[src/rtl/vtwc_pkg.sv]
`timescale 1ns / 1ps
// ----------------------------------------------------------------------------
// vtwc_pkg: shared types and constants
// Widths of the vertex transform datapath and the record handed from the
// front end to the divider back end.
// ----------------------------------------------------------------------------
package vtwc_pkg;

   localparam int CW     = 32;  // Q16.16 coordinate width
   localparam int KW     = 16;  // Q4.12 coefficient width
   localparam int PW     = CW + KW;  // product width
   localparam int HW     = 51;  // homogeneous sum width, signed
   localparam int MW     = HW - 1;  // magnitude width
   localparam int RW     = MW + 1;  // partial remainder width
   localparam int QW     = 32;  // quotient width
   localparam int FB     = 16;  // fraction bits produced by the divider
   localparam int LANES  = 3;   // numerators x, y, z
   localparam int NSTEP  = QW;  // one quotient bit per divider stage
   localparam int CSR_AW = 3;
   localparam int CSR_DW = 64;
   localparam int QDEPTH = 4;
   localparam int QAW    = $clog2(QDEPTH);

   localparam logic [CSR_AW-1:0] CSR_ROW_X     = 3'd0;
   localparam logic [CSR_AW-1:0] CSR_ROW_Y     = 3'd1;
   localparam logic [CSR_AW-1:0] CSR_ROW_Z     = 3'd2;
   localparam logic [CSR_AW-1:0] CSR_ROW_T     = 3'd3;
   localparam logic [CSR_AW-1:0] CSR_THRESHOLD = 3'd4;

   localparam logic [QW-1:0] SAT_POS = 32'h7FFF_FFFF;
   localparam logic [QW-1:0] SAT_NEG = 32'h8000_0000;

   // One kept vertex, ready for division.
   typedef struct packed {
      logic [LANES-1:0][MW-1:0] mag_n;
      logic [MW-1:0]            mag_d;
      logic [LANES-1:0]         neg;
      logic [LANES-1:0]         nonzero;
   } job_type;

endpackage

[src/rtl/vtwc_queue.sv]
`timescale 1ns / 1ps
// ----------------------------------------------------------------------------
// vtwc_queue: job queue
// Small first-in first-out store between the front end and the divider.
// ----------------------------------------------------------------------------
module vtwc_queue (
   input  logic              clock,
   input  logic              reset,
   input  logic              push,
   input  vtwc_pkg::job_type push_job,
   output logic              full,
   input  logic              pop,
   output logic              empty,
   output vtwc_pkg::job_type head
);
   import vtwc_pkg::*;

   job_type          mem_ff [QDEPTH];
   logic [QAW-1:0]   wr_ptr_ff, wr_ptr_in;
   logic [QAW-1:0]   rd_ptr_ff, rd_ptr_in;
   logic [QAW:0]     count_ff, count_in;
   logic             do_push, do_pop;

   assign full    = count_ff == (QAW+1)'(QDEPTH);
   assign empty   = count_ff == '0;
   assign do_push = push && !full;
   assign do_pop  = pop && !empty;
   assign head    = mem_ff[rd_ptr_ff];

   always_comb begin
      wr_ptr_in = wr_ptr_ff + QAW'(do_push);
      rd_ptr_in = rd_ptr_ff + QAW'(do_pop);
      count_in  = count_ff + (QAW+1)'(do_push) - (QAW+1)'(do_pop);
   end

   always_ff @(posedge clock) begin
      if (reset) begin
         wr_ptr_ff <= '0;
         rd_ptr_ff <= '0;
         count_ff  <= '0;
      end else begin
         wr_ptr_ff <= wr_ptr_in;
         rd_ptr_ff <= rd_ptr_in;
         count_ff  <= count_in;
      end
      if (do_push) begin
         mem_ff[wr_ptr_ff] <= push_job;
      end
   end

endmodule

[config.mk]
export PLATFORM = sky130hd
export DESIGN_NAME = vtwc_queue
export DESIGN_NICKNAME = d
export VERILOG_FILES = /design/src/rtl/vtwc_pkg.sv /design/src/rtl/vtwc_queue.sv
export SDC_FILE = /design/constraint.sdc
export NUM_CORES = 1
export LEC_CHECK = 0
export BUFFER_PORTS_ARGS = -buffer_cell sky130_fd_sc_hd__buf_4
export CAP_MARGIN = 20
export CORE_ASPECT_RATIO = 0.7
export CORE_UTILIZATION = 40
export CTS_CLUSTER_DIAMETER = 100
export DETAILED_ROUTE_END_ITERATION = 10
export GPL_ROUTABILITY_DRIVEN = 0
export SETUP_SLACK_MARGIN = 0.4
export SLEW_MARGIN = 20
export SYNTH_ARGS = -nofsm -noshare
export SYNTH_HDL_FRONTEND = slang
export SYNTH_SLANG_ARGS = --single-unit
[constraint.sdc]
create_clock -name clock -period 18.2 [get_ports clock]
set_input_delay 0.91 -clock clock [delete_from_list [all_inputs] [get_ports clock]]
set_output_delay 0.91 -clock clock [all_outputs]
set_load 0.1 [all_outputs]
==> flow_summary.toml, run 1 <==
[run_status]
outcome = "completed"

[clocking]
cts_tree = "built"
clock_latency_ps = 610
cts_root_buf = "clkbuf_16"
clkTransAtPathRegs_ps = 60
cts_htree_levels = 3
cts.repair.resized = 0
hold_buffers = 0
cts_buffers = 81
cts_buffer_depth = 3
cts_setup_buffers = 0
cts_sinks = 831

[global_routing]
grt.overflow.total = 0
track_usage_pct = 15.5
grt_pass1_vias = 14000
grt_pass1_wl_mm = 87.5
grt_antenna_before_repair = 6
grt_max_degree = 91

[setup_path]
worstPathMaxFanout = 44
end_kind = "output port"
arrival_ps = 4050
crit_type = "reg -> out"
crit_required_ps = 17290
start_kind = "flop"

[timing]
maxSlewViolCount = 0
max_freq_ghz = 0.202
fin_crit_ps = 4960
fin_hold_ws_ps = 490
worst_pin_slew_ps = 1040
skew_ps = 27.6
fin_crit_sh_pct = 27.3
rsz0062_at_grt = "false"
finalSetupViolCount = 0
tns_ps = 0
hold_viol_final = 0
max_slew_margin_pct = 31.0

[layout]
post-route-util_pct = 49.9
nets = 1799
drive_gt1_share_pct = 46.2
nFillCells = 5889
area_growth_syn_to_layout_pct = 22.7

[yosys]
synth_area_sq_um = 30000
yosysWarnings = 0
netlist.area_leader.share_pct = 82.3
ys_types = 20
synthTopCellsByArea = "edfxtp_1 (82%), mux4_2 (15%), buf_6 (0.56%), dfxtp_1 (0.47%), buf_2 (0.40%)"
synth-edff-count = 824
netlist_instances = 1111
synth_ff_type = "edfxtp_1"
yosysSeqAreaShare_pct = 82.8
syn_avg_cell_area_sq_um = 27.0
synth.cells.most_frequent = "edfxtp_1 (824), mux4_2 (206), buf_2 (24)"
synthArstFlopShare_pct = 0
synth.largest_area_cell = "edfxtp_1"
ys_ff_latch = 831
synth_fp_nets = 1324
yosysMostFrequentCell = "edfxtp_1"

[route]
drc = 0
drt_iter0_drc = 903
vias = 13300
wl_mm = 59.3
vias_per_cell = 5.06
first_pass_iters = 4
antenna_left = 0
wl_per_cell_um = 22.6

[floorplan]
std_cell_rows = 83
die-width_um = 330
start_util_pct = 40.7
dieArea_sq_um = 76200
coreArea_sq_um = 73800
ios = 418
fp.dieH_um = 231

[worst_hold_path]
hold_class = "in -> reg"

[place]
hpwl_mm = 35.3
port_buffers = 417

[run]
drv_cap = 0
## worst max-delay path, stage by stage (launching register included)
cell     delay [ps]
dfxtp_4         860
buf_4           850
buf_4           750
mux4_2          610
buf_4           250
## placed cells by master (no fill, tap or decap), drive strengths merged
cell type / count
and3: 1
o31ai: 1
nor2b: 3
mux4: 206
xnor2: 4
clkinvlp: 2
o311ai: 1
ha: 2
nor3: 2
xor2: 2
nor3b: 3
edfxtp: 824
clkbuf: 99
clkinv: 35
bufinv: 7
nor2: 4
nand2b: 2
buf: 438
inv: 4
dfxtp: 7
diode: 1
fa: 1
## path summary, 6_finish.rpt
kind                            slack (ps)                    start  cells after the start                        to
worst max-delay path                 13240  rd_ptr_ff[0]$_SDFF_PP0_                      4                 head[164]
worst min-delay path                   490            push_job[198]                      1  mem_ff[0][198]$_DFFE_PP_
worst max register to register       14440   count_ff[1]$_SDFF_PP0_                      6  mem_ff[3][180]$_DFFE_PP_
worst min register to register         590  wr_ptr_ff[1]$_SDFF_PP0_                      2   wr_ptr_ff[1]$_SDFF_PP0_
## state kept, by name, summed over array words and instances, names as in the netlist
| name | cells |
|---|---|
| mem_ff | 824 |
| count_ff | 3 |
| rd_ptr_ff | 2 |
| wr_ptr_ff | 2 |
## metal layers
metal / GRT usage, % / up-vias / part of all wire (%)
met5: 0 / - / 0.10
met4: 4.38 / 10 / 2.2
met3: 6.09 / 106 / 8.7
met2: 23.3 / 366 / 46
met1: 21.0 / 7020 / 43
li1: - / 5796 / -
## area by class of cell
| type | instances | area (sq um) | area share [%] |
|---|---|---|---|
| Antenna cell | 1 | 2.50 | 0.00679 |
| Inverter | 2 | 7.51 | 0.0204 |
| Clock buffer | 99 | 2180 | 5.91 |
| Tap cell | 977 | 1220 | 3.32 |
| Clock inverter | 46 | 412 | 1.12 |
| Sequential cell | 831 | 24900 | 67.5 |
| Timing Repair Buffer | 438 | 3300 | 8.95 |
| Multi-Input combinational cell | 232 | 4860 | 13.2 |
## through the flow
| stage | cell area, sq um | setup WS [ps] | std cells |
|---|---|---|---|
| floorplan | 30000 | 1050 | 1111 |
| global placement | 34300 | 13660 | 2480 |
| detailed placement | 34300 | 13680 | 2480 |
| CTS | 36900 | 12990 | 2625 |
| global route | 36900 | 12780 | 2625 |
| finish | 36900 | 13240 | 2626 |
## kinds of logic (layout without fill, tap and decap cells)
group | count (synthesis) | after routing | share of synthesized area (%)
flops | 831 | 831 | 82.8
mux | 206 | 206 | 15.4
buf+inv | 48 | 585 | 1.09
simple gates | 15 | 15 | 0.283
xor+xnor | 6 | 6 | 0.175
fa+ha+maj | 3 | 3 | 0.150
compound gates | 2 | 2 | 0.0541
other cells | 0 | 1 | 0
Power of run 1 is left out: the tool's default activity adds up to more than one toggle a clock period on the data nets, which glitch-free logic cannot reach.
==> run 2, diff against run 1 <==
Clock period 18.2 ns to 4 ns, I/O delays scaled along.
==> flow_summary.toml, run 2 (synthesized netlist as in run 1, its figures left out) <==
[worst_hold_path]
hold_class = "in -> reg"
hp-start = "pop"

[route]
drc = 0
vias = 14100
first_pass_iters = 4
antenna_left = 0
wl_mm = 61.3
wl_per_cell_um = 21.5
vias_per_cell = 4.96
drt_iter0_drc = 893

[setup_path]
rr_worst_depth = 6
end_kind = "output port"
r2r_start = "rd_ptr_ff[0]$_SDFF_PP0_"
start_kind = "flop"
endpoint = "head[31]"
ff2ff_setup_slack_ps = 1620
r2r_end = "rd_ptr_ff[1]$_SDFF_PP0_"
crit_start = "rd_ptr_ff[0]$_SDFF_PP0_"
crit_required_ps = 3800
crit_type = "reg -> out"
arrival_ps = 2760
worstPathMaxFanout = 30

[place]
hpwl_mm = 36.3
port_buffers = 417
placed_area_sq_um = 34600

[timing]
skew_ps = 21.1
fin_crit_ps = 2960
max_freq_ghz = 0.338
hold_viol_final = 0
rsz0062_at_grt = "false"
maxSlewViolCount = 0
max_slew_margin_pct = 43.9
fin_crit_sh_pct = 73.9
finalSetupViolCount = 0
worst_pin_slew_ps = 842

[layout]
regMostFlops = "mem_ff"
area_growth_syn_to_layout_pct = 30.4
reg_top3 = "mem_ff: 824 flops, count_ff: 3 flops"
largest_reg_flops = 824
nFillCells = 5623
final_common_cell = "edfxtp_1"
layout_common_cells = "edfxtp_1 (824), buf_4 (431), dlygate4sd3_1 (208)"
post-route-util_pct = 53.1
drive_gt1_share_pct = 41.7
fin_area_sq_um = 39200
nets = 2015

[power_and_ir_drop]
leakage_nw = 13.1
powerDensity_nw_per_um2 = 787
ir_worst_vdd_mv = 0.692
power.total_w = 0.0308

[floorplan]
ios = 418
start_util_pct = 40.7
std_cell_rows = 83
coreArea_sq_um = 73800
dieArea_sq_um = 76200
die-width_um = 330
fp.dieH_um = 231

[clocking]
cts_buffer_depth = 3
cts_sinks = 831
cts.repair.resized = 0
cts_tree = "built"
clkTransAtPathRegs_ps = 60
cts_setup_buffers = 0
cts_root_buf = "clkbuf_16"
clock_latency_ps = 630
cts_htree_levels = 3
hold_buffers = 208
cts_buffers = 80

[global_routing]
grt_pass1_wl_mm = 91.0
track_usage_pct = 16.0
grt_max_degree = 112
grt.overflow.total = 0
grt_antenna_before_repair = 9
grt_pass1_vias = 15000

[run]
drv_cap = 0

[run_status]
outcome = "completed"
==> run 2: cell count changes in the layout (fill, tap and decap cells not counted), sizes merged <==
cell / change
dlygate4sd3: +208
buf: +9
bufinv: -4
diode: +7
clkbuf: +1
clkinvlp: +1
clkinv: +1
==> run 2: power breakdown <==
| part | switching (W) | total [W] | internal, W |
|---|---|---|---|
| combinational | 0.00953 | 0.0127 | 0.00321 |
| sequential | 0.000286 | 0.0109 | 0.0106 |
| clock | 0.00313 | 0.00720 | 0.00406 |
| total | 0.0130 | 0.0308 | 0.0179 |
==> run 2: layout make-up <==
type	count	area (sq um)	share of cell area, %
Sequential cell	831	24900	63.5
Clock inverter	44	345	0.881
Inverter	2	7.51	0.0192
Clock buffer	100	2170	5.54
Tap cell	977	1220	3.12
Multi-Input combinational cell	232	4900	12.5
Timing Repair Buffer	655	5640	14.4
Antenna cell	8	20.0	0.0511
==> run 2: per-stage QoR <==
| step | std cells | setup TNS [ps] | worst slack, ps | hold WS, ps |
|---|---|---|---|---|
| 4_1_cts | 2841 | 0 | 907 | 9.83 |
| 6_report | 2849 | 0 | 1040 | 58.1 |
| 5_1_grt | 2845 | 0 | 821 | 52.8 |
| 2_1_floorplan | 1111 | -1453910 | -2490 | 264 |
| 3_3_place_gp | 2489 | 0 | 1600 | 397 |
| 3_5_place_dp | 2489 | 0 | 1600 | 402 |
==> run 2: routing by layer <==
layer	GRT usage, %	routed length [um]
met2	24.8	29400
met5	0	48
met4	4.46	1110
met3	5.24	4560
met1	21.7	26200
==> run 2: worst min-delay path by stage <==
| stage | endpoint | slack [ps] | cells after the start |
|---|---|---|---|
| detailed placement | mem_ff[1][43]$_DFFE_PP_ | 400 | 1 |
| global placement | mem_ff[3][30]$_DFFE_PP_ | 400 | 1 |
| finish | rd_ptr_ff[0]$_SDFF_PP0_ | 60 | 4 |
| global route | rd_ptr_ff[0]$_SDFF_PP0_ | 50 | 4 |
| CTS | rd_ptr_ff[0]$_SDFF_PP0_ | 10 | 4 |
| floorplan | count_ff[0]$_SDFF_PP0_ | 260 | 1 |
==> run 2: worst max-delay path, stage by stage (launching register included) <==
cell	delay, ps
dfxtp_4	650
buf_12	310
buf_4	310
mux4_2	560
buf_4	260
Note: power is estimated with default switching activity, not from simulation.
==> run 3, diff against run 2 <==
Settings changed: ABC_AREA set to 1.
Clock period 4 ns to 2.7 ns, I/O delays scaled along.
==> flow_summary.toml, run 3 <==
[timing]
maxSlewViolCount = 0
fin_hold_ws_ps = 81.9
hold_viol_final = 0
max_freq_ghz = 0.412
fin_crit_ps = 2430
max_slew_margin_pct = 54.7
tns_ps = 0
worst_pin_slew_ps = 680
skew_ps = 12.4
rsz0062_at_grt = "true"
finalSetupViolCount = 0
fin_crit_sh_pct = 89.9

[yosys]
synth-edff-count = 824
synth.cells.most_frequent = "edfxtp_1 (824), nor2_1 (420), o21ai_0 (313)"
ys_types = 23
yosysWarnings = 0
synthArstFlopShare_pct = 0
synth.largest_area_cell = "edfxtp_1"
netlist.area_leader.share_pct = 80.0
synthTopCellsByArea = "edfxtp_1 (80%), nor2_1 (5.1%), o21ai_0 (5.1%), o22ai_1 (4.2%), buf_6 (1.6%)"
synth_fp_nets = 2255
yosysMostFrequentCell = "edfxtp_1"
synth_ff_type = "edfxtp_1"
netlist_instances = 2042
yosysSeqAreaShare_pct = 80.4
syn_avg_cell_area_sq_um = 15.2
synth_area_sq_um = 30900
ys_ff_latch = 831

[setup_path]
cp_top_family = "buffers and inverters"
start_kind = "flop"
cpPeakStageDelay_ps = 350
ff2ff_setup_slack_ps = 700
arrival_ps = 2290
crit_required_ps = 2570
end_kind = "output port"
crit_type = "reg -> out"
crit_buf_inv = 6
worstPathMaxFanout = 6
cp_slowest_cell = "dfxtp_4"
path_cells = "buf_12 -> buf_16 -> buf_16 -> buf_12 -> clkbuf_16 -> o21ai_0 -> o22ai_2 -> buf_12"
r2r_start = "count_ff[1]$_SDFF_PP0_"
crit_start = "rd_ptr_ff[0]$_SDFF_PP0_"
crit_top_cell = "buf_12"

[run_status]
outcome = "completed"

[global_routing]
grt_pass1_wl_mm = 130
grt_max_degree = 85
grt_pass1_vias = 20600
grt_antenna_before_repair = 9
grt.overflow.total = 0
track_usage_pct = 22.1

[clocking]
clkTransAtPathRegs_ps = 60
cts_buffers = 81
cts_sinks = 831
cts_root_buf = "clkbuf_16"
cts_buffer_depth = 3
cts_tree = "built"
cts_htree_levels = 3
clock_latency_ps = 630

[floorplan]
start_util_pct = 40.8
die-width_um = 334
coreArea_sq_um = 75800
std_cell_rows = 84
dieArea_sq_um = 78500
fp.dieH_um = 235
ios = 418

[route]
drt_iter0_drc = 1466
vias_per_cell = 5.36
vias = 20900
antenna_left = 0
wl_per_cell_um = 24.4
wl_mm = 95.1
first_pass_iters = 5
drc = 0

[run]
drv_cap = 0

[power_and_ir_drop]
powerDensity_nw_per_um2 = 1180
ir_worst_vdd_mv = 1.22
leakage_nw = 16.2

[layout]
regMostFlops = "mem_ff"
drive_gt1_share_pct = 33.3
largest_reg_flops = 824
fin_area_sq_um = 45700
reg_top3 = "mem_ff: 824 flops, count_ff: 3 flops"
nets = 3005
post-route-util_pct = 60.3
layout_common_cells = "edfxtp_1 (824), nor2_1 (389), buf_4 (259)"
final_common_cell = "edfxtp_1"
fin_cells = 3901
area_growth_syn_to_layout_pct = 47.8

[place]
dpl.cell_count = 3443
port_buffers = 417
hpwl_mm = 46.9
placed_area_sq_um = 36700

[worst_hold_path]
hold_class = "in -> reg"
hp-start = "push"
[run 3: changes by cell type in the layout (fill, tap and decap cells not counted), moves of 24 or more]
cell	delta
buf_4	-172
buf_12	+168
o22ai_2	+183
mux4_2	-206
buf_8	+28
clkbuf_16	+24
nor2_1	+385
buf_16	+32
buf_6	+60
o21ai_0	+196
o21ai_1	+199
[run 3: cell type report]
cell class              instances  area [sq um]
clock inverters                45           275
well taps                    1032          1290
multi-input cells            1062          6560
repair buffers                796         10300
clock buffers                 105          2160
flip-flops and latches        831         24900
diodes                         10          25.0
fillers                      5488         30100
repair inverters                7           101
inverters                      13          91.3
[run 3: timing repair]
| item | 4_1_cts | 5_1_grt |
|---|---|---|
| setup buffers | 21 | 16 |
| resized for setup | 333 | 471 |
| hold endpoints to repair | 831 | 0 |
| pin swaps | 12 | 55 |
| endpoints found under the setup margin | 206 | 196 |
| gates cloned | 22 | 31 |
| hold buffers | 208 | 0 |
[run 3: logic make-up after synthesis]
kind of cell    count (synthesis)  share of synthesized area (%)
fa+ha+maj                       3                          0.146
buf+inv                       149                           3.18
compound gates                620                           10.9
flops                         831                           80.4
xor+xnor                        2                         0.0566
simple gates                  437                           5.33
[run 3: worst min-delay path: stages]
cell and delay, ps:
buf_4 100, o21ai_4 110, inv_1 100, ha_1 120, inv_1 40, nor2_1 70
[run 3: stage by stage]
| step | setup slack, ps | total power [W] |
|---|---|---|
| CTS | 292 | 0.0509 |
| global placement | 626 | 0.0369 |
| finish | 272 | 0.0542 |
| global route | 204 | 0.0557 |
| detailed placement | 588 | 0.0371 |
| floorplan | -3260 | 0.0324 |
[run 3: layer usage]
layer  share of wire, %  wire length (um)  global-route usage, %
met1                 42             40300                   30.6
met2                 49             46300                   35.3
met3                7.2              6810                   4.81
met5                  0                 0                      0
met4                1.8              1760                   5.62
[run 3: path summary, 6_finish.rpt]
path | endpoint | cells after the start
worst min register to register | wr_ptr_ff[1]$_SDFF_PP0_ | 2
worst max register to register | count_ff[2]$_SDFF_PP0_ | 10
worst max-delay path | head[112] | 8
worst min-delay path | wr_ptr_ff[0]$_SDFF_PP0_ | 6
[run 3: where the power goes]
| part | internal, W | switching, W | total, W |
|---|---|---|---|
| logic | 0.00899 | 0.0185 | 0.0275 |
| clock network | 0.00577 | 0.00474 | 0.0105 |
| registers | 0.0158 | 0.000350 | 0.0161 |
